$ cat src/design/audio_sample_ring_with_level_meter_unit_macros.svh
// Assertion macros shared by the audio ring and level meter modules.
`ifndef AUDIO_SAMPLE_RING_WITH_LEVEL_METER_UNIT_MACROS_SVH
`define AUDIO_SAMPLE_RING_WITH_LEVEL_METER_UNIT_MACROS_SVH

// Same-cycle implication, sampled on clk and disabled while rst_n is low.
`define ASRLM_ASSERT_IMPLY(label, ante, cons, msg) \
    label: assert property (@(posedge clk) disable iff (!rst_n) (ante) |-> (cons)) \
        else $error(msg);

// Next-cycle implication, sampled on clk and disabled while rst_n is low.
`define ASRLM_ASSERT_NEXT(label, ante, cons, msg) \
    label: assert property (@(posedge clk) disable iff (!rst_n) (ante) |=> (cons)) \
        else $error(msg);

`endif

$ cat src/design/asrlm_pkg.sv
// Shared types, codes and constants of the audio ring and level meter.
`timescale 1ns / 1ps

package asrlm_pkg;

    localparam int RING_DEPTH_DEF   = 4096;
    localparam int MAX_READ_RUN_DEF = 64;

    localparam int SAMPLE_W     = 16;
    localparam int COUNT_W      = 32;
    localparam int SUM_W        = 63;
    localparam int READ_COUNT_W = 7;
    localparam int ROOT_W       = 16;

    localparam logic [COUNT_W-1:0] COUNT_MAX = '1;

    // Command queue between the front and the back.
    localparam int QUEUE_DEPTH = 4;
    localparam int QPTR_W      = $clog2(QUEUE_DEPTH);
    localparam int QCNT_W      = $clog2(QUEUE_DEPTH + 1);

    // Command codes on the input channel.
    localparam logic [1:0] CMD_PUSH  = 2'd0;
    localparam logic [1:0] CMD_READ  = 2'd1;
    localparam logic [1:0] CMD_QUERY = 2'd2;
    localparam logic [1:0] CMD_CLEAR = 2'd3;

    // Result kinds on the output channel.
    localparam logic [1:0] KIND_SAMPLE = 2'd0;
    localparam logic [1:0] KIND_EMPTY  = 2'd1;
    localparam logic [1:0] KIND_STATS  = 2'd2;

    typedef enum logic [1:0] {
        OP_PUSH,
        OP_READ,
        OP_QUERY,
        OP_CLEAR
    } op_t;

    typedef struct packed {
        op_t                     op;
        logic [SAMPLE_W-1:0]     sample;
        logic [READ_COUNT_W-1:0] length;
    } queue_entry_t;

endpackage

$ cat src/design/asrlm_front.sv
// Front end: accepts items, holds the capture enable, classifies commands.
`timescale 1ns / 1ps

module asrlm_front
    import asrlm_pkg::*;
#(
    parameter int MAX_READ_RUN = MAX_READ_RUN_DEF
)
(
    input  logic                    clk,
    input  logic                    rst_n,
    input  logic                    cfg_valid,
    output logic                    cfg_ready,
    input  logic                    cfg_data,
    input  logic                    in_valid,
    output logic                    in_ready,
    input  logic [1:0]              command,
    input  logic [SAMPLE_W-1:0]     sample_in,
    input  logic [READ_COUNT_W-1:0] read_count,
    output logic                    push_valid,
    input  logic                    push_ready,
    output queue_entry_t            push_entry
);

    localparam logic [READ_COUNT_W-1:0] RUN_LIMIT = READ_COUNT_W'(MAX_READ_RUN);

    logic capture_reg;
    logic drop_item;

    always_ff @(posedge clk or negedge rst_n)
    begin
        if (!rst_n)
        begin
            capture_reg <= 1'b0;
        end
        else if (cfg_valid)
        begin
            capture_reg <= cfg_data;
        end
    end

    assign cfg_ready = 1'b1;
    assign in_ready  = push_ready;

    always_comb
    begin
        push_entry.sample = sample_in;
        push_entry.length = (read_count > RUN_LIMIT) ? RUN_LIMIT : read_count;
        case (command)
            CMD_PUSH:  push_entry.op = OP_PUSH;
            CMD_READ:  push_entry.op = OP_READ;
            CMD_QUERY: push_entry.op = OP_QUERY;
            CMD_CLEAR: push_entry.op = OP_CLEAR;
            default:   push_entry.op = OP_CLEAR;
        endcase
    end

    // A push while capture is off is taken and then forgotten.
    assign drop_item  = (command == CMD_PUSH) && !capture_reg;
    assign push_valid = in_valid && push_ready && !drop_item;

endmodule

$ cat config.mk
export PLATFORM = sky130hd
export DESIGN_NAME = asrlm_front
export DESIGN_NICKNAME = d
export VERILOG_FILES = /design/src/design/audio_sample_ring_with_level_meter_unit_macros.svh /design/src/design/asrlm_pkg.sv /design/src/design/asrlm_front.sv
export SDC_FILE = /design/constraint.sdc
export NUM_CORES = 1
export LEC_CHECK = 0
export BUFFER_PORTS_ARGS = -buffer_cell sky130_fd_sc_hd__buf_2
export CAP_MARGIN = 20
export CORE_AREA = 3 3 40 42
export DETAILED_ROUTE_END_ITERATION = 10
export DIE_AREA = 0 0 43 45
export GPL_TIMING_DRIVEN = 0
export PLACE_DENSITY = 0.68
export SLEW_MARGIN = 25
export SYNTH_ARGS = -nofsm -noshare
export SYNTH_HDL_FRONTEND = slang
export SYNTH_SLANG_ARGS = --single-unit
$ cat constraint.sdc
create_clock -name clk -period 2 [get_ports clk]
set_input_delay 0.4 -clock clk [delete_from_list [all_inputs] [get_ports clk]]
set_output_delay 0.4 -clock clk [all_outputs]
set_load 0.005 [all_outputs]
Yosys cells after proc, flatten, opt, wreduce, memory -nomap -nowiden:

Index checks and enable logic that the tools add are counted.

* bits in registers: 1
* bits of input ports: 31
* logic and storage cells: 13

* equality and inequality tests: 3
* magnitude comparators: 1
* multiplexer cells: 2
* reductions and logical operators: 6

Operators by type and width (count)
* 2-bit one-hot mux with 4 select lines: 1
* 7-bit > comparator (second input constant): 1
* 7-bit 2-to-1 mux: 1
* 2-bit == test (second input constant): 2
* 1-bit logical AND: 3
* 2-bit by 1-bit == test with 1-bit output (second input constant): 1
* 1-bit zero test: 2
* 2-bit zero test: 1

Depth between registers and ports, before layout:

* word-level depth: 4
* gate-level depth with buffers: 1
* mapped depth without buffers: 1

Least setup slack after synthesis:

OpenSTA, ideal clock, no wires.

* path kind: input to output
* start point: in command[1]
* end point: out push_valid
* path slack: 0.862 ns
* cell stages on the path: 1
* data arrival time: 0.738 ns
* path buffers: 0
* path through: o311a_1

* longest elaborated chain between the ends: 4

RTL lines
* start, declared: line asrlm_front.sv:17 `input logic [1:0] command,`
* 2-bit zero test: line asrlm_front.sv:59 `assign drop_item = (command == CMD_PUSH) && !capture_reg;`
* 1-bit logical AND: line asrlm_front.sv:59
* 1-bit zero test: line asrlm_front.sv:60 `assign push_valid = in_valid && push_ready && !drop_item;`
* 1-bit logical AND: line asrlm_front.sv:60
* end, declared: line asrlm_front.sv:20 `output logic push_valid,`

Every way passes these cells.

Final worst setup path:

Same ends and word-level chain as after synthesis.

==> summary.md <==
| Metric | Value |
|---|---|
| Status | finished clean |
| Distinct cells, synth | 7 |
| Largest cells by area after synthesis | buf_4 58%, nor2b_1 16%, dfrtp_1 11% |
| Pwr/cell area | between 200 and 250 nW/µm² |
| Post-synthesis simple-gate area fraction | 16.04% |
| Drt via density | 3.552 |
| CP max FO | 2 |
| Critical path class | primary input to output pin |
| Layout cells sized above 1 | approximately 83% |
| Max IR drop VDD | about 0.13 mV |
| Global placement routability congestion | 0.6618 |
| P_leak | 0.0002924 µW |
| Final worst slack | 645.1 ps |
| Endpoints failing setup | 0 |
| Mapped Cells | 31 |
| Synthesized area per cell | about 7.5 µm² |
| Final period util | 67.75% |
| Place WS | 645.7 ps |
| Post-Synth Adder-Cell Area | 0% |
| Max FFs per register | 1 |
| Slew Viols, Final | 0 |
| Ant. Diodes | 0 |
| Crit path time final | 1355 ps |
| Most frequent cells in the layout | 41 x buf_2, 18 x buf_4, 6 x nor2b_1 |
| Core footprint | roughly 1300 µm² |
| Die outline width | 43 µm |
| Largest net degree at the start of global routing | 8 |
| Fraction of synthesized cell area in xor and xnor cells | 0% |
| Synthesized net count | between 60 and 70 |
| Commonest non-fill, non-tap cell in the layout | buf_2 |
| Fillers | around 140 |
| Top cell type's share of synthesized area | slightly below 60% |
| Via count | 309 |
| Mapped cell area | roughly 230 µm² |
| Crit path launch type | primary input |
| Die extent in y | 45 µm |
| Initial drt markers | 0 |
| Yosys top cell by area | buf_4 |
| Initial Util | ~18% |
| #FFs+latches synth | 1 |
| Worst Path Arrival | about 950 ps |
| Synth Area in Compound Gates | 4.278% |
| Area delta synth->final | 95.72% |
| Max Clk Rate | 738.0 MHz |
| First-pass GRT wire length | around 850 µm |
| Hold-fix buffers at CTS | 0 |
| Synth warnings | 0 |
| Post-synthesis sequential area ratio | roughly a tenth |
| GRT Overall Usage | 5.233% |
| Resized Gates After CTS | 0 |
| Mux share of post-synthesis cell area | between 4 and 5% |
| Largest family of logic cells by synthesized area | buffers and inverters |
| CP Capture Type | output pin |
| Min-delay worst type | primary input to asynchronous set/reset pin |
| Setup TNS | 0 ps |
| Setup Skew | 0 ps |
| Initial antenna violation count | 0 |
| Grt total ovfl | 0 |
| Final layout net count | 105 |
| RSZ-0062 raised after global routing | false |
| # rows | 13 |
| DRT Pass-1 Iters | 1 |
| Worst hold margin | 174.8 ps |
| Number of setup buffers added after CTS | 0 |
| Routed Antenna Nets | 0 |
| Max_cap viols | 0 |
| Critical Path RT | 1600 ps |
| DIE AREA | 1935 µm² |
| IO Port Bufs | 41 |
| Clock transition at path regs | 0 ps |
| Final WL | around 700 µm |
| DR WL/cell | 8.069 µm |
| Final-report hold violation count | 0 |
| Clock Latency Late Sink | 0 ps |
| Vias in the first global route | 242 |
| Residual DRC count | 0 |
| IO Pins | 59 |
[cells by family after synthesis]
| family | after synthesis |
|---|---|
| and+or+nand+nor | 6 |
| buffers and inverters | 21 |
| AOI/OAI and AO/OA | 1 |
| DFF | 1 |
| other | 1 |
| muxes | 1 |
[metal layers]
metal / vias up / global-route usage [%] / wire (µm) / part of all wire [%]
met5: - / 0 / 0 / 0
met4: 0 / 0 / 0 / 0
met3: 0 / 0.3984 / 144 / 21
met2: 34 / 12.57 / 389 / 55
met1: 119 / 4.785 / 167 / 24
li1: 156 / - / - / -
[worst max-delay path, cell delays in order]
cell	delay (ps)
buf_2	100
o311a_1	330
buf_2	120
[Yosys cell counts]
| master | n |
|---|---|
| buf_4 | 18 |
| clkbuf_1 | 3 |
| conb_1 | 1 |
| dfrtp_1 | 1 |
| mux2_2 | 1 |
| nor2b_1 | 6 |
| o311a_1 | 1 |
[where the power goes]
| group | leakage (µW) | switching, µW | internal, µW | total (µW) |
|---|---|---|---|---|
| clock | 0 | 0 | 0 | 0 |
| sequential | 0.0000117 | 1.09 | 22.7 | 23.7 |
| combinational | 0.000281 | 24.8 | 56.1 | 81.0 |
[worst paths after layout]
check	startpoint	end	slack, ps	cells past startpoint
worst max-delay path	command[1]	push_valid	650	3
worst min-delay path	rst_n	capture_reg	170	1
worst max register to register	capture_reg	capture_reg	1260	1
worst min register to register	capture_reg	capture_reg	510	1
max in group asynchronous	rst_n	capture_reg	1740	1
min in group clk	capture_reg	capture_reg	510	1
[metrics by stage]
| step | area (µm²) | instances | util, % | power (µW) |
|---|---|---|---|---|
| finish | 457.9 | 87 | 35.64 | 104.7 |
| global route | 457.9 | 87 | 35.64 | 112.9 |
| CTS | 457.9 | 87 | 35.64 | 106.4 |
| detailed placement | 457.9 | 87 | 35.64 | 106.2 |
| global placement | 457.9 | 87 | 35.64 | 104.5 |
| floorplan | 234.0 | 31 | - | 64.37 |
[layout make-up]
class                           count  area (µm²)  share of cell area (%)
Buffer                             21       146.4                   31.97
Multi-Input combinational cell      9       62.56                   13.66
Tap cell                           15       18.77                   4.098
Timing Repair Buffer               41       205.2                   44.81
Sequential cell                     1       25.02                   5.464
(Power assumes the default switching activity.)
