### config.mk
export PLATFORM = sky130hd
export DESIGN_NAME = asrlm_divsqrt
export DESIGN_NICKNAME = d
export VERILOG_FILES = /design/src/design/asrlm_pkg.sv /design/src/design/asrlm_divsqrt.sv
export VERILOG_INCLUDE_DIRS = /design/src /design/src/design
export SDC_FILE = /design/constraint.sdc
export NUM_CORES = 1
export LEC_CHECK = 0
export BUFFER_PORTS_ARGS = -buffer_cell sky130_fd_sc_hd__buf_2
export CAP_MARGIN = 20
export CORE_ASPECT_RATIO = 0.6
export CORE_MARGIN = 4
export CORE_UTILIZATION = 65
export DETAILED_ROUTE_END_ITERATION = 7
export PLACE_DENSITY = 0.86
export SLEW_MARGIN = 30
export SYNTH_ARGS = -nofsm -noshare
export SYNTH_HDL_FRONTEND = slang
export SYNTH_SLANG_ARGS = --single-unit
### constraint.sdc
create_clock -name clk -period 5.2 [get_ports clk]
set_input_delay 0.26 -clock clk [delete_from_list [all_inputs] [get_ports clk]]
set_output_delay 0.26 -clock clk [all_outputs]
set_load 0.01 [all_outputs]
### src/design/audio_sample_ring_with_level_meter_unit_macros.svh
// Assertion macros shared by the audio ring and level meter modules.
`ifndef AUDIO_SAMPLE_RING_WITH_LEVEL_METER_UNIT_MACROS_SVH
`define AUDIO_SAMPLE_RING_WITH_LEVEL_METER_UNIT_MACROS_SVH

// Same-cycle implication, sampled on clk and disabled while rst_n is low.
`define ASRLM_ASSERT_IMPLY(label, ante, cons, msg) \
    label: assert property (@(posedge clk) disable iff (!rst_n) (ante) |-> (cons)) \
        else $error(msg);

// Next-cycle implication, sampled on clk and disabled while rst_n is low.
`define ASRLM_ASSERT_NEXT(label, ante, cons, msg) \
    label: assert property (@(posedge clk) disable iff (!rst_n) (ante) |=> (cons)) \
        else $error(msg);

`endif

### src/design/asrlm_pkg.sv
// Shared types, codes and constants of the audio ring and level meter.
`timescale 1ns / 1ps

package asrlm_pkg;

    localparam int RING_DEPTH_DEF   = 4096;
    localparam int MAX_READ_RUN_DEF = 64;

    localparam int SAMPLE_W     = 16;
    localparam int COUNT_W      = 32;
    localparam int SUM_W        = 63;
    localparam int READ_COUNT_W = 7;
    localparam int ROOT_W       = 16;

    localparam logic [COUNT_W-1:0] COUNT_MAX = '1;

    // Command queue between the front and the back.
    localparam int QUEUE_DEPTH = 4;
    localparam int QPTR_W      = $clog2(QUEUE_DEPTH);
    localparam int QCNT_W      = $clog2(QUEUE_DEPTH + 1);

    // Command codes on the input channel.
    localparam logic [1:0] CMD_PUSH  = 2'd0;
    localparam logic [1:0] CMD_READ  = 2'd1;
    localparam logic [1:0] CMD_QUERY = 2'd2;
    localparam logic [1:0] CMD_CLEAR = 2'd3;

    // Result kinds on the output channel.
    localparam logic [1:0] KIND_SAMPLE = 2'd0;
    localparam logic [1:0] KIND_EMPTY  = 2'd1;
    localparam logic [1:0] KIND_STATS  = 2'd2;

    typedef enum logic [1:0] {
        OP_PUSH,
        OP_READ,
        OP_QUERY,
        OP_CLEAR
    } op_t;

    typedef struct packed {
        op_t                     op;
        logic [SAMPLE_W-1:0]     sample;
        logic [READ_COUNT_W-1:0] length;
    } queue_entry_t;

endpackage

### src/design/asrlm_divsqrt.sv
// Bit-serial divider followed by a bit-serial integer square root.
`timescale 1ns / 1ps

`include "audio_sample_ring_with_level_meter_unit_macros.svh"

module asrlm_divsqrt
    import asrlm_pkg::*;
(
    input  logic               clk,
    input  logic               rst_n,
    input  logic               start,
    input  logic [SUM_W-1:0]   dividend,
    input  logic [COUNT_W-1:0] divisor,
    output logic               done,
    output logic [ROOT_W-1:0]  root
);

    typedef enum logic [1:0] {
        U_IDLE,
        U_DIV,
        U_SQRT
    } unit_state_t;

    unit_state_t          state_reg;
    logic [5:0]           step_reg;
    logic                 done_reg;
    logic [63:0]          q_reg;
    logic [COUNT_W-1:0]   divisor_reg;
    logic [COUNT_W-1:0]   rem_reg;
    logic [33:0]          srem_reg;
    logic [31:0]          root_reg;

    logic [COUNT_W:0]     div_shift;
    logic                 div_ge;
    logic [COUNT_W:0]     div_rem;
    logic [35:0]          sq_shift;
    logic [35:0]          sq_trial;
    logic                 sq_ge;
    logic [35:0]          sq_rem;

    // One quotient bit per cycle, restoring form.
    assign div_shift = {rem_reg, q_reg[63]};
    assign div_ge    = (div_shift >= {1'b0, divisor_reg});
    assign div_rem   = div_ge ? (div_shift - {1'b0, divisor_reg}) : div_shift;

    // One root bit per cycle, two radicand bits brought down each time.
    assign sq_shift = {srem_reg, q_reg[63:62]};
    assign sq_trial = {2'b00, root_reg, 2'b01};
    assign sq_ge    = (sq_shift >= sq_trial);
    assign sq_rem   = sq_ge ? (sq_shift - sq_trial) : sq_shift;

    always_ff @(posedge clk or negedge rst_n)
    begin
        if (!rst_n)
        begin
            state_reg   <= U_IDLE;
            step_reg    <= '0;
            done_reg    <= 1'b0;
            q_reg       <= '0;
            divisor_reg <= '0;
            rem_reg     <= '0;
            srem_reg    <= '0;
            root_reg    <= '0;
        end
        else
        begin
            // The root is complete after the last square root step.
            done_reg <= (state_reg == U_SQRT) && (step_reg == '0);
            case (state_reg)
                U_IDLE:
                begin
                    if (start)
                    begin
                        q_reg       <= {1'b0, dividend};
                        divisor_reg <= divisor;
                        rem_reg     <= '0;
                        step_reg    <= 6'd63;
                        state_reg   <= U_DIV;
                    end
                end
                U_DIV:
                begin
                    rem_reg <= div_rem[COUNT_W-1:0];
                    q_reg   <= {q_reg[62:0], div_ge};
                    if (step_reg == '0)
                    begin
                        srem_reg  <= '0;
                        root_reg  <= '0;
                        step_reg  <= 6'd31;
                        state_reg <= U_SQRT;
                    end
                    else
                    begin
                        step_reg <= step_reg - 6'd1;
                    end
                end
                U_SQRT:
                begin
                    srem_reg <= sq_rem[33:0];
                    root_reg <= {root_reg[30:0], sq_ge};
                    q_reg    <= {q_reg[61:0], 2'b00};
                    step_reg <= step_reg - 6'd1;
                    if (step_reg == '0)
                    begin
                        state_reg <= U_IDLE;
                    end
                end
                default:
                begin
                    state_reg <= U_IDLE;
                end
            endcase
        end
    end

    assign done = done_reg;
    assign root = root_reg[ROOT_W-1:0];

    `ASRLM_ASSERT_IMPLY(a_unit_start_idle, start, state_reg == U_IDLE, "root unit started while busy")

endmodule

# ---- Word level (Yosys, flattened, before mapping)
# Cells that the tools add are included.
dict set report op_classes {
  n_addsub 3
  n_mul 0
  n_div 0
  magnitude_cmp 2
  eq_ne 5
  shift 0
  muxes 17
  n_bitwise 0
  n_reduce_logical 11
}
# cell count
set op_table {}
lappend op_table {{one-hot mux 64 bit (3 select lines)} 1}
lappend op_table {{one-hot mux 32 bit (2 select lines)} 2}
lappend op_table {{2-to-1 mux 32 bit} 3}
lappend op_table {{2-to-1 mux 34 bit} 2}
lappend op_table {{one-hot mux 34 bit (2 select lines)} 1}
lappend op_table {{2-to-1 mux 64 bit} 1}
lappend op_table {{>= comparator 36 x 34 -> 1 bit} 1}
lappend op_table {{subtractor 34 bit} 1}
lappend op_table {{>= comparator 33 x 32 -> 1 bit} 1}
lappend op_table {{subtractor 32 bit} 1}
lappend op_table {{one-hot mux 6 bit (3 select lines)} 1}
lappend op_table {{2-to-1 mux 6 bit} 2}
lappend op_table {{AND reduction 2 bit} 4}
lappend op_table {{zero test 6 bit} 1}
lappend op_table {{2-to-1 mux 2 bit} 3}
lappend op_table {{one-hot mux 2 bit (3 select lines)} 1}
lappend op_table {{subtractor 6 x 1 -> 6 bit, second input constant} 1}
lappend op_table {{inequality test 2 bit, second input constant} 2}
lappend op_table {{nonzero test 2 bit} 2}
lappend op_table {{AND reduction 3 bit} 1}
lappend op_table {{nonzero test 3 bit} 1}
lappend op_table {{== test 2 x 1 -> 1 bit, second input constant} 1}
lappend op_table {{== test 2 bit, second input constant} 1}
lappend op_table {{zero test 2 bit} 1}
lappend op_table {{2 further kinds} 2}
dict set report word_totals {
  reg_bits 203
  latch_bits 0
  ramBits 0
  mem_bits_ro 0
  input_bits 98
  memories 0
}

# ---- Depth between registers and ports, before layout
dict set report logic_depth {
  word_depth 3
  ltp_mapped 14
}

# ---- Worst setup path after synthesis
# OpenSTA, ideal clock, no wires.
dict set report synth_path {
  path_kind {register to register}
  from {register q_reg[63]}
  to {register rem_reg[30]}
  setup_time_ps 122
  arrival_ps 2896
  t_required_ps 5078
  path_slack_ps 2183
  stages_incl_launch_ff 14
  cell_sequence {dfrtp_1 inv_1 ha_1 fa_1 nand2b_1 a21oi_2 a221o_1 a2111oi_2 o41ai_2 o221ai_2 o221ai_2 and3_1 o21ai_1 a32o_1}
}
dict set report synth_between {
  elab_chain_len 3
  word_cells_on_any_way 4
}
# item line
set synth_lines {}
lappend synth_lines {{start: declaration} asrlm_divsqrt.sv:27} ;# logic [63:0] q_reg;
lappend synth_lines {{start signal: assignment} asrlm_divsqrt.sv:74} ;# q_reg <= {1'b0, dividend};
lappend synth_lines {{start signal: assignment} asrlm_divsqrt.sv:84} ;# q_reg <= {q_reg[62:0], div_ge};
lappend synth_lines {{start signal: assignment} asrlm_divsqrt.sv:101} ;# q_reg <= {q_reg[61:0], 2'b00};
lappend synth_lines {{subtractor 32 bit or >= comparator 33 x 32 -> 1 bit (tied branches)} {asrlm_divsqrt.sv:44, asrlm_divsqrt.sv:43}}
lappend synth_lines {{2-to-1 mux 32 bit *} asrlm_divsqrt.sv:44} ;# assign div_rem = div_ge ? (div_shift - {1'b0, divisor_reg}) : div_shift;
lappend synth_lines {{one-hot mux 32 bit (2 select lines) *} asrlm_divsqrt.sv:69} ;# case (state_reg)
lappend synth_lines {{end signal: assignment} asrlm_divsqrt.sv:83} ;# rem_reg <= div_rem[COUNT_W-1:0];
lappend synth_lines {{end: declaration} asrlm_divsqrt.sv:29} ;# logic [COUNT_W-1:0] rem_reg;
# Every way passes the cells marked *; elsewhere a longest branch is shown, timed or not.
# A chain may end at the register's enable or synchronous reset.

# ---- Worst setup path after layout
# Same ends and word-level chain as after synthesis.

==> results by group <==
Route
  – Routed wire length: 34000 um
  – Post-DRT Antenna Nets: 0
  – DR vias: 11700
  – TritonRoute pass-1 iters: 7
  – Avg WL per Cell: 18.3 um
  – DRT iter0 DRCs: 1293
  – DRC: 0
  – Vias per cell: 6.30

Timing
  – Fin crit period: 3690 ps
  – Relative slew slack: 36.3%
  – Final setup viols: 0
  – Setup TNS: 0 ps
  – Tcrit/Tclk final: 70.9%
  – Setup repair after global routing missed its margin: false
  – Number of hold violations in the final report: 0
  – Slew @ Worst Pin: 954 ps
  – Fmax: 271 MHz
  – Slew Viols, Final: 0
  – Clock Skews: 18.5 ps

Global routing
  – First-pass GRT wire length: 55800 um
  – Vias in the first global route: 10900
  – Antenna violations before repair: 7
  – Largest net degree at the start of global routing: 102
  – Grt total ovfl: 0
  – Total GRT Usage: 30.2%

Yosys
  – Synthesized Nets: 1664
  – Synth warnings: 0
  – Asr flop ratio synth: 100%
  – Mapped Cells: 1494
  – Count of state elements after synthesis: 203
  – Post-synth EDFFs: 0
  – Synth Flop Type: dfrtp_1
  – Post-Syn Area: 12800 um^2
  – Post-synthesis cell type count: 68
  – Syn Area/Cell: 8.59 um^2
  – Register area share after synthesis: 39.6%

Die
  – Initial Util: 66.9%
  – Die area: 22100 um^2
  – Core footprint: 19200 um^2
  – Placement Rows: 39
  – Ports: 115
  – Die Width: 189 um
  – Die H: 117 um

Cells and area
  – Finished Cell Area: 14500 um^2
  – Fin util: 75.4%
  – Max reg flops: 64
  – Filler cell count in the final layout: 1373
  – Layout cells sized above 1: 14.0%
  – Multi-input combinational cell area: 7000 um^2
  – FF+latch area: 5080 um^2
  – Area grow syn2layout: 12.6%
  – Nets: 1741
  – Most frequent cells in the layout: nand2_1, dfrtp_1, o21ai_0

Flow run
  – Max cap viols: 0

Clock tree
  – Maximum clock path buffer count: 3
  – Clock H-tree levels: 1
  – CTS Buf Count: 21
  – Clock root buffer: clkbuf_16
  – CTS sink count: 203
  – Clock latency on the worst-skew pair: 520 ps
  – Post-CTS Repair Setup Buffers: 0
  – Reg clk slew, reported paths: 70 ps
  – TritonCTS clock tree: built

Place
  – RePlAce Congestion: 0.954
  – Port bufs: 114
  – Detail Placement HPWL: 22600 um
  – Area post-placement: 13400 um^2

Setup path
  – CP Capture Type: flop
  – CP Launch Type: flop
  – R2R cell count: 13
  – Worst reg2reg path startpoint: q_reg[63]$_DFFE_PN0P_
  – RR Endpoint: rem_reg[30]$_DFFE_PN0P_
  – Crit path max fanout: 4
  – WS Path Type: flop to flop
  – Worst path arrival time: 4090 ps
  – R2R setup slack: 1510 ps
  – Worst EP required: 5600 ps

Hold path
  – Worst Hold Path EP: divisor_reg[17]$_DFFE_PN0P_
  – Hold Crit Start: divisor[17]
  – Hold crit path type: input port to flop
  – Hold path depth: 2

Power
  – Total power: 3.20 mW
  – Max VDD drop: 0.238 mV
  – Lkg Pwr: 6.71 nW
  – PD cells: 221 nW/um^2

Status
  – Status: complete, no violations
-- worst max-delay path, cell delays in order (launching register included) --
cell and delay (ps):
dfrtp_1 380, inv_1 100, ha_1 240, fa_1 420
nand2b_1 180, a21oi_2 240, a221o_1 260, a2111oi_2 130
o41ai_2 590, o221ai_2 260, o221ai_2 220, and3_1 180
o21ai_1 80, a32o_1 300
-- cells by family after synthesis --
logic type,count (synthesis),synth area share [%]
buffers and inverters,191,6.27
and+or+nand+nor,430,14.3
muxes,57,4.77
AOI/OAI and AO/OA,484,24.1
DFF,203,39.6
adders and majority gates,72,7.08
xor gates and xnor gates,57,3.89
-- layer usage --
| layer | vias to the layer above | global-route usage, % | part of all wire, % | routed length [um] |
|---|---|---|---|---|
| li1 | 5428 | - | - | - |
| met1 | 5566 | 46.0 | 46 | 15500 |
| met2 | 610 | 44.4 | 42 | 14200 |
| met3 | 58 | 7.74 | 11 | 3620 |
| met4 | 10 | 5.97 | 1.7 | 579 |
| met5 | - | 0 | 0.18 | 61 |
-- cell usage after synthesis, types with 7 or more instances --
| cell type | number | area (um^2) |
|---|---|---|
| a21o_1 | 44 | 330 |
| a21oi_1 | 104 | 521 |
| a221oi_1 | 61 | 534 |
| a22o_1 | 11 | 96.3 |
| a31oi_1 | 8 | 50.1 |
| and3_1 | 7 | 43.8 |
| buf_2 | 7 | 35.0 |
| buf_4 | 19 | 143 |
| clkbuf_1 | 74 | 278 |
| dfrtp_1 | 203 | 5080 |
| ha_1 | 71 | 888 |
| inv_1 | 84 | 315 |
| mux2_2 | 33 | 372 |
| mux2i_1 | 24 | 240 |
| nand2_1 | 204 | 766 |
| nand2b_1 | 10 | 62.6 |
| nand3_1 | 17 | 85.1 |
| nand4_1 | 14 | 87.6 |
| nor2_1 | 127 | 477 |
| nor2b_1 | 11 | 68.8 |
| nor3_1 | 19 | 95.1 |
| o21a_1 | 9 | 67.6 |
| o21ai_0 | 145 | 726 |
| o21ai_1 | 45 | 225 |
| xnor2_1 | 28 | 245 |
| xor2_1 | 29 | 254 |
-- per-stage QoR --
stage               worst slack (ps)  hold WS (ps)  instances
global placement                1630           422       1781
global route                    1250          9.16       1852
floorplan                       2180         -35.6       1494
finish                          1510          6.44       1854
CTS                             1410         0.657       1849
detailed placement              1450           417       1781
-- final cells by class --
type	count	area share, %
clock buffer	32	4.55
timing repair buffer	160	7.04
sequential	203	35.2
tap	266	2.30
multi-input combinational	1100	48.4
clock inverter	5	0.260
inverter	85	2.23
antenna	3	0.0520
-- where the power goes --
part           leakage [nW]  switching (mW)  internal, mW  total [mW]
combinational          3.98          0.0484        0.0424      0.0908
clock                 0.339           0.655         0.873        1.53
sequential             2.39               0          1.58        1.58
-- worst max path at each step --
stage                               startpoint                       end
floorplan                q_reg[63]$_DFFE_PN0P_   rem_reg[30]$_DFFE_PN0P_
global placement    divisor_reg[1]$_DFFE_PN0P_    rem_reg[9]$_DFFE_PN0P_
detailed placement  divisor_reg[1]$_DFFE_PN0P_   rem_reg[18]$_DFFE_PN0P_
CTS                 divisor_reg[1]$_DFFE_PN0P_   rem_reg[18]$_DFFE_PN0P_
global route           root_reg[5]$_DFFE_PN0P_  srem_reg[22]$_DFFE_PN0P_
finish                   q_reg[63]$_DFFE_PN0P_   rem_reg[30]$_DFFE_PN0P_
-- what timing repair did --
action / CTS / global route
endpoints found under the hold margin: 129 / 0
resized for setup: 0 / 0
hold buffers: 31 / 0
Note: power is estimated with default switching activity, not from simulation.
