`src/design/audio_sample_ring_with_level_meter_unit_macros.svh`:
```
// Assertion macros shared by the audio ring and level meter modules.
`ifndef AUDIO_SAMPLE_RING_WITH_LEVEL_METER_UNIT_MACROS_SVH
`define AUDIO_SAMPLE_RING_WITH_LEVEL_METER_UNIT_MACROS_SVH

// Same-cycle implication, sampled on clk and disabled while rst_n is low.
`define ASRLM_ASSERT_IMPLY(label, ante, cons, msg) \
    label: assert property (@(posedge clk) disable iff (!rst_n) (ante) |-> (cons)) \
        else $error(msg);

// Next-cycle implication, sampled on clk and disabled while rst_n is low.
`define ASRLM_ASSERT_NEXT(label, ante, cons, msg) \
    label: assert property (@(posedge clk) disable iff (!rst_n) (ante) |=> (cons)) \
        else $error(msg);

`endif

```
`src/design/asrlm_pkg.sv`:
```
// Shared types, codes and constants of the audio ring and level meter.
`timescale 1ns / 1ps

package asrlm_pkg;

    localparam int RING_DEPTH_DEF   = 4096;
    localparam int MAX_READ_RUN_DEF = 64;

    localparam int SAMPLE_W     = 16;
    localparam int COUNT_W      = 32;
    localparam int SUM_W        = 63;
    localparam int READ_COUNT_W = 7;
    localparam int ROOT_W       = 16;

    localparam logic [COUNT_W-1:0] COUNT_MAX = '1;

    // Command queue between the front and the back.
    localparam int QUEUE_DEPTH = 4;
    localparam int QPTR_W      = $clog2(QUEUE_DEPTH);
    localparam int QCNT_W      = $clog2(QUEUE_DEPTH + 1);

    // Command codes on the input channel.
    localparam logic [1:0] CMD_PUSH  = 2'd0;
    localparam logic [1:0] CMD_READ  = 2'd1;
    localparam logic [1:0] CMD_QUERY = 2'd2;
    localparam logic [1:0] CMD_CLEAR = 2'd3;

    // Result kinds on the output channel.
    localparam logic [1:0] KIND_SAMPLE = 2'd0;
    localparam logic [1:0] KIND_EMPTY  = 2'd1;
    localparam logic [1:0] KIND_STATS  = 2'd2;

    typedef enum logic [1:0] {
        OP_PUSH,
        OP_READ,
        OP_QUERY,
        OP_CLEAR
    } op_t;

    typedef struct packed {
        op_t                     op;
        logic [SAMPLE_W-1:0]     sample;
        logic [READ_COUNT_W-1:0] length;
    } queue_entry_t;

endpackage

```
`src/design/asrlm_queue.sv`:
```
// Short command queue between the front end and the back end.
`timescale 1ns / 1ps

`include "audio_sample_ring_with_level_meter_unit_macros.svh"

module asrlm_queue
    import asrlm_pkg::*;
(
    input  logic         clk,
    input  logic         rst_n,
    input  logic         push_valid,
    output logic         push_ready,
    input  queue_entry_t push_entry,
    output logic         pop_valid,
    input  logic         pop,
    output queue_entry_t pop_entry
);

    queue_entry_t        entries_reg [QUEUE_DEPTH];
    logic [QPTR_W-1:0]   head_reg;
    logic [QPTR_W-1:0]   tail_reg;
    logic [QCNT_W-1:0]   count_reg;

    function automatic logic [QPTR_W-1:0] wrap_inc(input logic [QPTR_W-1:0] p);
        return (p == QPTR_W'(QUEUE_DEPTH - 1)) ? '0 : p + QPTR_W'(1);
    endfunction

    always_ff @(posedge clk or negedge rst_n)
    begin
        if (!rst_n)
        begin
            head_reg  <= '0;
            tail_reg  <= '0;
            count_reg <= '0;
        end
        else
        begin
            if (push_valid)
            begin
                tail_reg <= wrap_inc(tail_reg);
            end
            if (pop)
            begin
                head_reg <= wrap_inc(head_reg);
            end
            if (push_valid && !pop)
            begin
                count_reg <= count_reg + QCNT_W'(1);
            end
            else if (pop && !push_valid)
            begin
                count_reg <= count_reg - QCNT_W'(1);
            end
        end
    end

    always_ff @(posedge clk)
    begin
        if (push_valid)
        begin
            entries_reg[tail_reg] <= push_entry;
        end
    end

    assign push_ready = (count_reg != QCNT_W'(QUEUE_DEPTH));
    assign pop_valid  = (count_reg != '0);
    assign pop_entry  = entries_reg[head_reg];

    `ASRLM_ASSERT_IMPLY(a_queue_no_overflow, push_valid, count_reg != QCNT_W'(QUEUE_DEPTH), "command queue written while full")
    `ASRLM_ASSERT_NEXT(a_queue_count_up, push_valid && !pop, count_reg == $past(count_reg) + QCNT_W'(1), "command queue count did not follow a lone write")

endmodule

```
`config.mk`:
```
export PLATFORM = sky130hd
export DESIGN_NAME = asrlm_queue
export DESIGN_NICKNAME = d
export VERILOG_FILES = /design/src/design/asrlm_pkg.sv /design/src/design/asrlm_queue.sv
export VERILOG_INCLUDE_DIRS = /design/src /design/src/design
export SDC_FILE = /design/constraint.sdc
export NUM_CORES = 1
export LEC_CHECK = 0
export BUFFER_PORTS_ARGS = -buffer_cell sky130_fd_sc_hd__buf_2
export CORE_ASPECT_RATIO = 1.2
export CORE_MARGIN = 2
export CORE_UTILIZATION = 46
export CTS_CLUSTER_DIAMETER = 60
export DETAILED_ROUTE_END_ITERATION = 10
export PLACE_DENSITY = 0.74
export SLEW_MARGIN = 25
export SYNTH_ARGS = -nofsm -noshare
export SYNTH_HDL_FRONTEND = slang
export SYNTH_SLANG_ARGS = --single-unit
```
`constraint.sdc`:
```
create_clock -name clk -period 1.6 [get_ports clk]
set_input_delay 0.16 -clock clk [delete_from_list [all_inputs] [get_ports clk]]
set_output_delay 0.16 -clock clk [all_outputs]
set_load 0.05 [all_outputs]
```
; Yosys cells after proc, flatten, opt, wreduce, memory -nomap -nowiden
; Memory sizes are Yosys's and may differ from the RTL's.
; Cells that the tools add are included.
[totals]
register_bits = 7
ramBits = 100
inputBits = 29
out_inout_bits = 27
memories = 1
[memory_table]
columns = name, words, width, rd, rd_ports_with_merged_regs, wr, line
row1 = entries_reg, 4, 25, 1, 0, 1, asrlm_queue.sv:19  ; queue_entry_t entries_reg [QUEUE_DEPTH];
[classes]
add_sub_neg = 4
n_eq_ne = 3
n_mux = 6
n_reduce_logical = 6
[ops]
columns = operator, n
row1 = 3-bit 2-to-1 mux, 2
row2 = 2-bit by 1-bit adder with 2-bit output (second input constant), 2
row3 = 2-bit equality test (second input constant), 2
row4 = 2-bit 2-to-1 mux, 2
row5 = 3-bit by 1-bit adder with 3-bit output (second input constant), 1
row6 = 3-bit inequality test (second input constant), 1
row7 = 3-bit nonzero test, 1
row8 = 3-bit by 1-bit subtractor with 3-bit output (second input constant), 1
row9 = 1-bit logical AND, 2
row10 = 1-bit logical NOT, 2
row11 = 1-bit 2-to-1 mux, 2
row12 = 2-bit nonzero test, 1

; Logic depth before layout (Yosys ltp)
; Gate-level depths: netlist (run 1).
[depth]
word_depth = 4
mapped_depth = 7

; Least setup slack after synthesis (run 1)
; No wires, ideal clock.
[synth_timing]
path_type = register to register
start = register tail_reg[0]
end = memory entries_reg[2][0] (netlist name) (enable)
setup_time_ns = 0.384
t_arrival_ns = 1.254
required_time_ns = 1.216
setup_slack_ns = -0.038
stages_incl_launch_ff = 4
synth_period_minus_slack_ns = 1.638
path_cell_list = dfrtp_1 inv_1 ha_1 and2_1
[synth_lines]
columns = item, line
row1 = "start, declared", asrlm_queue.sv:21  ; logic [QPTR_W-1:0] tail_reg;
row2 = "start signal, assigned", asrlm_queue.sv:40  ; tail_reg <= wrap_inc(tail_reg);
row3 = "end, declared", asrlm_queue.sv:19
; No word-level cell before the write port.

==> impl_metrics.tcl, run 1 <==
set metrics [dict create \
    status "complete, but fails checks" \
    violations "negative setup slack" \
    cts.path.max_buffers 2 \
    via_per_inst 4.99 \
    crit_required_ns 1.44 \
    tightest_slew_ns 0.250 \
    finalNetCount 297 \
    cp_slowest_cell "mux4_2" \
    dpl-instance-area_um2 4610 \
    wl_met3_um 214 \
    gp_congestion 0.694 \
    finalMaxSlewViolations 0 \
    dr.pass1.iters 4 \
    cts_sinks 107 \
    yosys_register_bits 107 \
    dieHeight_um 107 \
    critPathTopFamily "multiplexers" \
    vias 1910 \
    setup_viol 25 \
    crit_cells 3 \
    path_clk_slew_ns 0.09 \
    reg2regPathDepth 5 \
    cts_tree "done" \
    max_freq_mhz 539 \
    critPathArrivalTime_ns 1.70 \
    mappedNetlistArea_um2 4070 \
    syn_avg_cell_area_um2 24.1 \
    area_growth_pct 25.2 \
    drc_errors 0 \
    gr-usage-all-layers_pct 15.0 \
    relSlewSlack_pct 83.4 \
    io_buffers 55 \
    setup_slack_ns -0.256 \
    die_w_um 89.9 \
    min_path_type "input port to register" \
    place.detailed.hpwl_mm 4.29 \
    rsz0062_at_grt "yes" \
    ys_warn_count 0 \
    synth_top_cell_area_share_pct 73.7 \
    mostFrequentLayoutCells "edfxtp_1 (100), buf_2 (29), buf_6 (26)" \
    rows 37 \
    synth_nets 205 \
    final_common_cell "edfxtp_1" \
    drt_iter0_drc 107 \
    grt-ovfl-total 0 \
    period_share_pct 116 \
    grt_pass1_vias 2058 \
    end_kind "output port" \
    num_io_pins 56 \
    yosysTopAreaCell "edfxtp_1" \
    place_ws_ns 0.0621 \
    synthDistinctLibCells 19 \
    synthCells 169 \
    rrSetupSlack_ns 0.12 \
    root_buffer "clkbuf_8" \
    critical_path.max_fanout 14 \
    ir_drop_mv 1.17 \
    pwr_density_cell_nw_per_um2 1920 \
    hold_viol 0 \
    wirelength_mm 6.55 \
    cp_slowest_stage_delay_ns 0.53 \
    grt_max_degree 21 \
    worstSetupPathType "register to output port" \
    antenna_left 0 \
    met1_length_mm 2.70 \
    skew_ns 0.00976 \
    clock_latency_ns 0.36 \
    maxCapViolations 0 \
    seq_area_frac_synth_pct 78.0 \
    wl_met2_mm 3.52 \
    num_antenna_cells 0 \
    drive_gt1_share_pct 44.4 \
    core_area_um2 8610 \
    top_layer "met4" \
    wl_per_cell_um 17.1 \
    stdcell_area_um2 5100 \
    finalPower_mw 9.80 \
    cts_buffers 9 \
    p_leak_nw 1.81 \
    antenna_found_initial 0 \
    h-tree-depth 3 \
    yosys-top-cells-area "edfxtp_1 (74%), mux4_2 (10%), mux4_1 (4.5%), dfrtp_1 (4.3%), ha_1 (1.8%)" \
    start_kind "register" \
    hold_path_depth 1 \
    die_area_um2 9630 \
    finalCriticalPeriod_ns 1.86 \
    cp_cell_sequence "buf_12, mux4_2, buf_6" \
    critPathBufInv 2 \
    largest_register_ffs 100 \
    grt_pass1_wl_mm 10.6 \
    initial_core_util_pct 47.3 \
]
-- final timing paths --
kind | start | to
hold reg to reg | count_reg[2]$_DFFE_PN0P_ | count_reg[2]$_DFFE_PN0P_
min in group asynchronous | rst_n | count_reg[2]$_DFFE_PN0P_
max in group asynchronous | rst_n | head_reg[0]$_DFFE_PN0P_
setup / recovery | head_reg[0]$_DFFE_PN0P_ | pop_entry[1]
setup reg to reg | count_reg[0]$_DFFE_PN0P_ | count_reg[2]$_DFFE_PN0P_
hold / removal | push_entry[2] | entries_reg[3][2]$_DFFE_PP_
-- cell families after synthesis --
kind of cell               synth area share [%]
xor gates and xnor gates                  0.645
buffers and inverters                      2.09
and+or+nand+nor                            1.35
AOI/OAI and AO/OA                         0.246
adders and majority gates                  2.33
muxes                                      15.3
DFF                                        78.0
-- metal layers --
metal  up-vias  track usage, %
met5         -               0
met3         8            3.44
li1        880               -
met2        41            25.8
met4         0            7.58
met1       981            17.8
-- repair_timing --
| item | 4_1_cts | 5_1_grt |
|---|---|---|
| gates resized for setup | 52 | 9 |
| setup endpoints to repair | 25 | 26 |
| hold buffers | 16 | 0 |
| endpoints found under the hold margin | 64 | 0 |
| setup buffers | 1 | 2 |
| pin swaps | 0 | 0 |
-- stage by stage --
step	TNS [ns]	utilization (%)	std cells	hold WS, ns
after floorplan	0	-	169	-0.136
after global placement	0	53.5	348	0.00984
after detailed placement	0	53.5	348	0.00689
after CTS	-6.72	58.7	381	0.00000952
after global routing	-7.51	59.2	383	0.00244
final	-5.63	59.2	383	0.0134
-- area by class of cell --
| type | count | area, µm² |
|---|---|---|
| clock buffer | 12 | 145 |
| clock inverter | 4 | 26.3 |
| fill | 662 | 3510 |
| multi-input combinational | 51 | 787 |
| sequential | 107 | 3180 |
| timing repair buffer | 87 | 793 |
| inverter | 5 | 18.8 |
| tap | 117 | 146 |
-- cell usage after synthesis, drive strengths merged --
library cell  count
edfxtp          100
mux4             25
dfrtp             7
buf               6
ha                6
inv               5
and2              4
mux2              3
nor2              3
nand2             2
o21ai             2
xor2              2
fa                1
nand3             1
or3               1
xnor2             1
-- worst reg2reg max path, cell delays in order (launching register included) --
cell and delay, ns:
dfrtp_2 0.44, buf_4 0.14, fa_1 0.42, xor2_1 0.15, nor2_1 0.11, xor2_1 0.15
-- power breakdown --
group,internal [mW],switching [mW],total (mW)
clock network,0.607,0.835,1.44
logic,1.93,2.64,4.57
registers,3.61,0.179,3.79
(Power assumes the default switching activity.)
==> run 2, diff against run 1 <==
--- a/config.mk
+++ b/config.mk
@@ -9,10 +9,10 @@
 export BUFFER_PORTS_ARGS = -buffer_cell sky130_fd_sc_hd__buf_2
 export CORE_ASPECT_RATIO = 1.2
 export CORE_MARGIN = 2
-export CORE_UTILIZATION = 46
+export CORE_UTILIZATION = 50
 export CTS_CLUSTER_DIAMETER = 60
 export DETAILED_ROUTE_END_ITERATION = 10
-export PLACE_DENSITY = 0.74
+export PLACE_DENSITY = 0.79
 export SLEW_MARGIN = 25
 export SYNTH_ARGS = -nofsm -noshare
 export SYNTH_HDL_FRONTEND = slang
==> run 2 against run 1 <==
  * The run still ends with negative setup slack left
  * Via count shrank 3.6%
  * Highest routed layer unchanged
  * Critical endpoint is now pop_entry[9]
  * Clock power is essentially flat
  * First-iteration DRC count shrank 43%
  * Sequential cell count is the same
==> impl_metrics.tcl, run 2 (synthesis results as in run 1) <==
set metrics [dict create \
    min_path_type "input port to register" \
    area_growth_pct 22.2 \
    antenna_left 0 \
    reg2reg_to "head_reg[1]$_DFFE_PN0P_" \
    final_common_cell "edfxtp_1" \
    drc_errors 0 \
    die_area_um2 8890 \
    end_kind "output port" \
    reg2regPathDepth 4 \
    cts_sinks 107 \
    antenna_found_initial 1 \
    crit_start "head_reg[0]$_DFFE_PN0P_" \
    grt_max_degree 19 \
    period_share_pct 116 \
    fin_cells 348 \
    mostFrequentLayoutCells "edfxtp_1 (100), buf_2 (30), mux4_2 (25), buf_6 (25), clkbuf_8 (9)" \
    gr-usage-all-layers_pct 15.5 \
    rows 36 \
    p_leak_nw 1.76 \
    place.detailed.hpwl_mm 4.24 \
    core_area_um2 8020 \
    whs_ns 0.0189 \
    grt_pass1_wl_mm 9.89 \
    violations "negative setup slack" \
    finalNetCount 283 \
    clock_latency_ns 0.35 \
    maxCapViolations 0 \
    dp.cells 325 \
    max_freq_mhz 541 \
    wl_per_cell_um 18.5 \
    relSlewSlack_pct 83.5 \
    r2r-start "head_reg[0]$_DFFE_PN0P_" \
    drt_iter0_drc 61 \
    rrSetupSlack_ns 0.16 \
    dieHeight_um 103 \
    finalMaxSlewViolations 0 \
    path_clk_slew_ns 0.10 \
    critPathArrivalTime_ns 1.69 \
    root_buffer "clkbuf_8" \
    dr.pass1.iters 4 \
    ir_drop_mv 1.05 \
    initial_core_util_pct 50.8 \
    die_w_um 86.4 \
    crit_end "pop_entry[9]" \
    io_buffers 55 \
    status "complete, but fails checks" \
    tightest_slew_ns 0.248 \
    via_per_inst 5.29 \
    setup_viol 25 \
    cp_slowest_cell "mux4_2" \
    cts_buffers 9 \
    gp_congestion 0.653 \
    hold_viol 0 \
    start_kind "register" \
    finalPower_mw 9.79 \
    crit_required_ns 1.44 \
    finalCriticalPeriod_ns 1.85 \
    h-tree-depth 3 \
    largest_register_ffs 100 \
    pwr_density_cell_nw_per_um2 1970 \
    cp_slowest_stage_delay_ns 0.54 \
    grt-ovfl-total 0 \
    critical_path.max_fanout 10 \
    vias 1841 \
    cp_cell_sequence "buf_12, mux4_2, buf_6" \
    grt_pass1_vias 1909 \
    num_io_pins 56 \
    wirelength_mm 6.44 \
    setup_slack_ns -0.250 \
    rsz0062_at_grt "yes" \
    skew_ns 0.00878 \
    drive_gt1_share_pct 46.0 \
    cts.path.max_buffers 2 \
    cts_tree "done" \
    worstSetupPathType "register to output port" \
]
-- run 2: cell count changes in the layout (fill, tap and decap cells not counted), moves of 2 or more --
cell,change
buf_12,+2
buf_4,-5
clkbuf_1,-2
clkinv_1,+2
dlygate4sd3_1,-12
inv_6,+2
-- run 2: what timing repair did --
action | 4_1_cts | 5_1_grt
endpoints found under the setup margin | 25 | 26
buffers inserted | 1 | 0
hold buffers | 4 | 0
hold endpoints to repair | 17 | 0
gates resized for setup | 57 | 1
cloned | 0 | 1
-- run 2: how the worst min path moves through the flow --
stage          slack, ns            from                           end  cells past startpoint
6_report            0.02  push_entry[22]  entries_reg[0][22]$_DFFE_PP_                      1
5_1_grt            0.002  push_entry[24]  entries_reg[0][24]$_DFFE_PP_                      1
4_1_cts            0.001  push_entry[22]  entries_reg[0][22]$_DFFE_PP_                      1
3_5_place_dp        0.01           rst_n      count_reg[1]$_DFFE_PN0P_                      1
3_3_place_gp       0.008           rst_n      count_reg[1]$_DFFE_PN0P_                      1
2_1_floorplan      -0.14           rst_n      count_reg[0]$_DFFE_PN0P_                      0
-- run 2: power by group --
part           internal (mW)  switching [mW]  total, mW
Clock                  0.578           0.862       1.44
Sequential              3.61           0.183       3.79
Combinational           1.92            2.64       4.56
Total                   6.11            3.69       9.79
-- run 2: stage by stage --
stage          TNS, ns  util [%]  instance area [µm²]  setup slack (ns)
6_report         -5.69      62.1                 4980            -0.250
5_1_grt          -7.56      62.0                 4970            -0.323
4_1_cts          -5.88      61.7                 4950            -0.263
3_5_place_dp         0      57.3                 4600            0.0658
3_3_place_gp         0      57.3                 4600            0.0716
2_1_floorplan        0         -                 4080            0.0593
-- run 2: final cells by class --
cell class / instances / area [µm²]
diodes: 1 / 2.50
clock inverters: 7 / 50.0
inverters: 5 / 18.8
flip-flops and latches: 107 / 3180
fillers: 576 / 3040
well taps: 95 / 119
multi-input cells: 51 / 787
repair buffers: 73 / 694
clock buffers: 9 / 124
-- run 2: per-layer routing --
metal	part of all wire, %	vias up	global-route usage [%]
met3	3.9	5	3.60
met2	55	41	27.5
met5	0	-	0
met4	1.1	0	7.21
met1	40	942	18.0
li1	-	853	-
-- run 2: worst max-delay path: cells and delay by family, from the launching register on --
kind                   cells  cell delay [ns]
muxes                      1             0.54
buffers and inverters      2             0.35
DFF                        1             0.46
==> run 3, diff against run 2 <==
--- a/config.mk
+++ b/config.mk
@@ -6,13 +6,14 @@
 export SDC_FILE = /design/constraint.sdc
 export NUM_CORES = 1
 export LEC_CHECK = 0
+export ABC_AREA = 1
 export BUFFER_PORTS_ARGS = -buffer_cell sky130_fd_sc_hd__buf_2
 export CORE_ASPECT_RATIO = 1.2
 export CORE_MARGIN = 2
 export CORE_UTILIZATION = 50
 export CTS_CLUSTER_DIAMETER = 60
 export DETAILED_ROUTE_END_ITERATION = 10
-export PLACE_DENSITY = 0.79
+export PLACE_DENSITY = 0.78
 export SLEW_MARGIN = 25
 export SYNTH_ARGS = -nofsm -noshare
 export SYNTH_HDL_FRONTEND = slang
==> run 3 against run 2 <==
  * The flow still finishes with violations (negative setup slack)
  * Routed wire length up 23%
  * Register-to-register slack better by 0.10 ns
  * Final area up 10%
  * Worst setup slack better by 0.099 ns
  * Final cell count up 58%
  * First-iteration DRC count rose to 2.6 times the previous value
  * Clock-buffer cell count up 1
  * Non-clock buffer count up 17
  * Core utilization up 1.5 points
  * Worst hold slack worse by 0.0038 ns
  * Clock skew up 0.0062 ns
  * Critical path type unchanged
  * Critical endpoint unchanged
==> impl_metrics.tcl, run 3 <==
set metrics [dict create \
    yosys-top-cells-area "edfxtp_1 (68%), o211ai_1 (8.5%), nand2_1 (7.4%), inv_1 (5.3%), dfrtp_1 (4.0%)" \
    critical_path.max_fanout 21 \
    whs_ns 0.0151 \
    cts_buffers 9 \
    mappedNetlistArea_um2 4430 \
    ir_drop_mv 1.21 \
    start_kind "register" \
    status "complete, but fails checks" \
    synth_most_common_cell "edfxtp_1" \
    synth_common_cells "edfxtp_1 (100), nand2_1 (87), inv_1 (63)" \
    maxCapViolations 0 \
    setup_viol 25 \
    place_ws_ns 0.206 \
    cts_sinks 107 \
    root_buffer "clkbuf_8" \
    yosys_register_bits 107 \
    syn_avg_cell_area_um2 12.9 \
    seqPwrFrac_pct 36.5 \
    wl_per_cell_um 14.4 \
    antenna_left 0 \
    synth-edff-count 100 \
    hold_viol 0 \
    area_growth_pct 23.5 \
    finalNetCount 465 \
    power.share.clock_pct 14.5 \
    drt_iter0_drc 160 \
    io_buffers 55 \
    min_path_type "input port to register" \
    dr.pass1.iters 4 \
    gr-usage-all-layers_pct 17.4 \
    fin_cells 551 \
    finalMaxSlewViolations 0 \
    ys_warn_count 0 \
    via_per_inst 4.90 \
    setup_slack_ns -0.151 \
    skew_ns 0.0150 \
    clock_latency_ns 0.37 \
    tns_ns -2.23 \
    violations "negative setup slack" \
    period_share_pct 109 \
    dp.cells 515 \
    crit_required_ns 1.44 \
    drc_errors 0 \
    seq_area_frac_synth_pct 71.7 \
    place.detailed.hpwl_mm 4.95 \
    critPathArrivalTime_ns 1.59 \
    ys_async_sr_fraction_pct 6.54 \
    vias 2700 \
    finalCriticalPeriod_ns 1.75 \
    die_w_um 89.9 \
    ys.flop_type "edfxtp_1" \
    end_kind "output port" \
    rsz0062_at_grt "yes" \
    grt_pass1_vias 2720 \
    pwr_density_cell_nw_per_um2 1920 \
    fin_util_pct 63.6 \
    power.switching_mw 4.47 \
    met1_usage_pct 21.1 \
    rows 37 \
    synth_top_cell_area_share_pct 67.8 \
    grt_use_met2_pct 31.1 \
    p_leak_nw 2.29 \
    initial_core_util_pct 51.5 \
    synthCells 344 \
    nFillCells 684 \
    p_int_mw 6.03 \
    rrSetupSlack_ns 0.26 \
    h-tree-depth 3 \
    finalPower_mw 10.5 \
    grt_pass1_wl_mm 13.0 \
    dieHeight_um 107 \
    num_io_pins 56 \
    cts_tree "done" \
    gp_congestion 0.730 \
    drive_gt1_share_pct 21.0 \
    mostFrequentLayoutCells "edfxtp_1 (100), nand2_1 (86), inv_1 (63)" \
    power_frac_comb_pct 49.0 \
    largest_register_ffs 100 \
    grtUsageMet3_pct 3.94 \
    path_clk_slew_ns 0.10 \
    antenna_found_initial 0 \
    grt-ovfl-total 0 \
    yosysTopAreaCell "edfxtp_1" \
    tightest_slew_ns 0.255 \
    stdcell_area_um2 5470 \
    die_area_um2 9640 \
    max_freq_mhz 571 \
    switching_share_pct 42.6 \
    num_antenna_cells 0 \
    worstSetupPathType "register to output port" \
    cts.path.max_buffers 2 \
    core_area_um2 8610 \
    grt.busiest_layer "met2" \
    synthDistinctLibCells 18 \
    synth_nets 380 \
    final_common_cell "edfxtp_1" \
    relSlewSlack_pct 83.1 \
    grt_max_degree 29 \
    wirelength_mm 7.91 \
    dpl-instance-area_um2 4900 \
]
-- run 3: routing by layer --
metal	share of wire (%)	wire [µm]
met1	43	3380
met2	53	4180
met3	3.2	256
met4	1.2	95
met5	0	0
-- run 3: power groups by stage --
stage               Combinational, mW  Clock (mW)  Sequential, mW
finish                           5.14        1.52            3.83
global route                     5.50        1.67            3.88
CTS                              5.11        1.57            3.82
detailed placement               4.44           0            3.89
global placement                 4.34           0            3.86
floorplan                        3.39           0            3.85
-- run 3: cells by family (layout without fill, tap and decap cells) --
| family | count (synthesis) | after routing | synth area share, % |
|---|---|---|---|
| buffers and inverters | 81 | 171 | 8.87 |
| XOR/XNOR | 1 | 1 | 0.198 |
| adder cells (fa/ha/maj) | 7 | 7 | 2.15 |
| AO/OA/AOI/OAI | 56 | 56 | 9.15 |
| AND/OR/NAND/NOR | 92 | 92 | 7.93 |
| flip-flops | 107 | 107 | 71.7 |
-- run 3: worst paths after layout --
path	from	end	depth (start not counted)
max	head_reg[0]$_DFFE_PN0P_	pop_entry[9]	6
min	push_entry[17]	entries_reg[1][17]$_DFFE_PP_	1
max reg2reg	tail_reg[1]$_DFFE_PN0P_	entries_reg[1][22]$_DFFE_PP_	5
min reg2reg	count_reg[2]$_DFFE_PN0P_	count_reg[2]$_DFFE_PN0P_	2
max in group asynchronous	rst_n	tail_reg[0]$_DFFE_PN0P_	2
min in group asynchronous	rst_n	count_reg[0]$_DFFE_PN0P_	2
-- run 3: area by class of cell --
class	count	area, µm²	area share, %
flip-flops and latches	107	3180	58.1
multi-input cells	156	863	15.8
repair buffers	90	847	15.5
inverters	65	249	4.55
well taps	117	146	2.67
clock buffers	10	128	2.33
clock inverters	6	61.3	1.12
-- run 3: worst max-delay path, cell delays in order (launching register included) --
cell	delay, ns
dfrtp_1	0.42
inv_4	0.16
buf_8	0.19
nand2_1	0.07
o211ai_1	0.09
nand2_1	0.08
buf_2	0.22
-- run 3: repair_timing --
action | CTS | global route
setup endpoints to repair | 25 | 25
hold endpoints to repair | 66 | 0
hold buffers | 17 | 0
cloned | 1 | 1
setup buffers | 1 | 0
resized for setup | 46 | 3
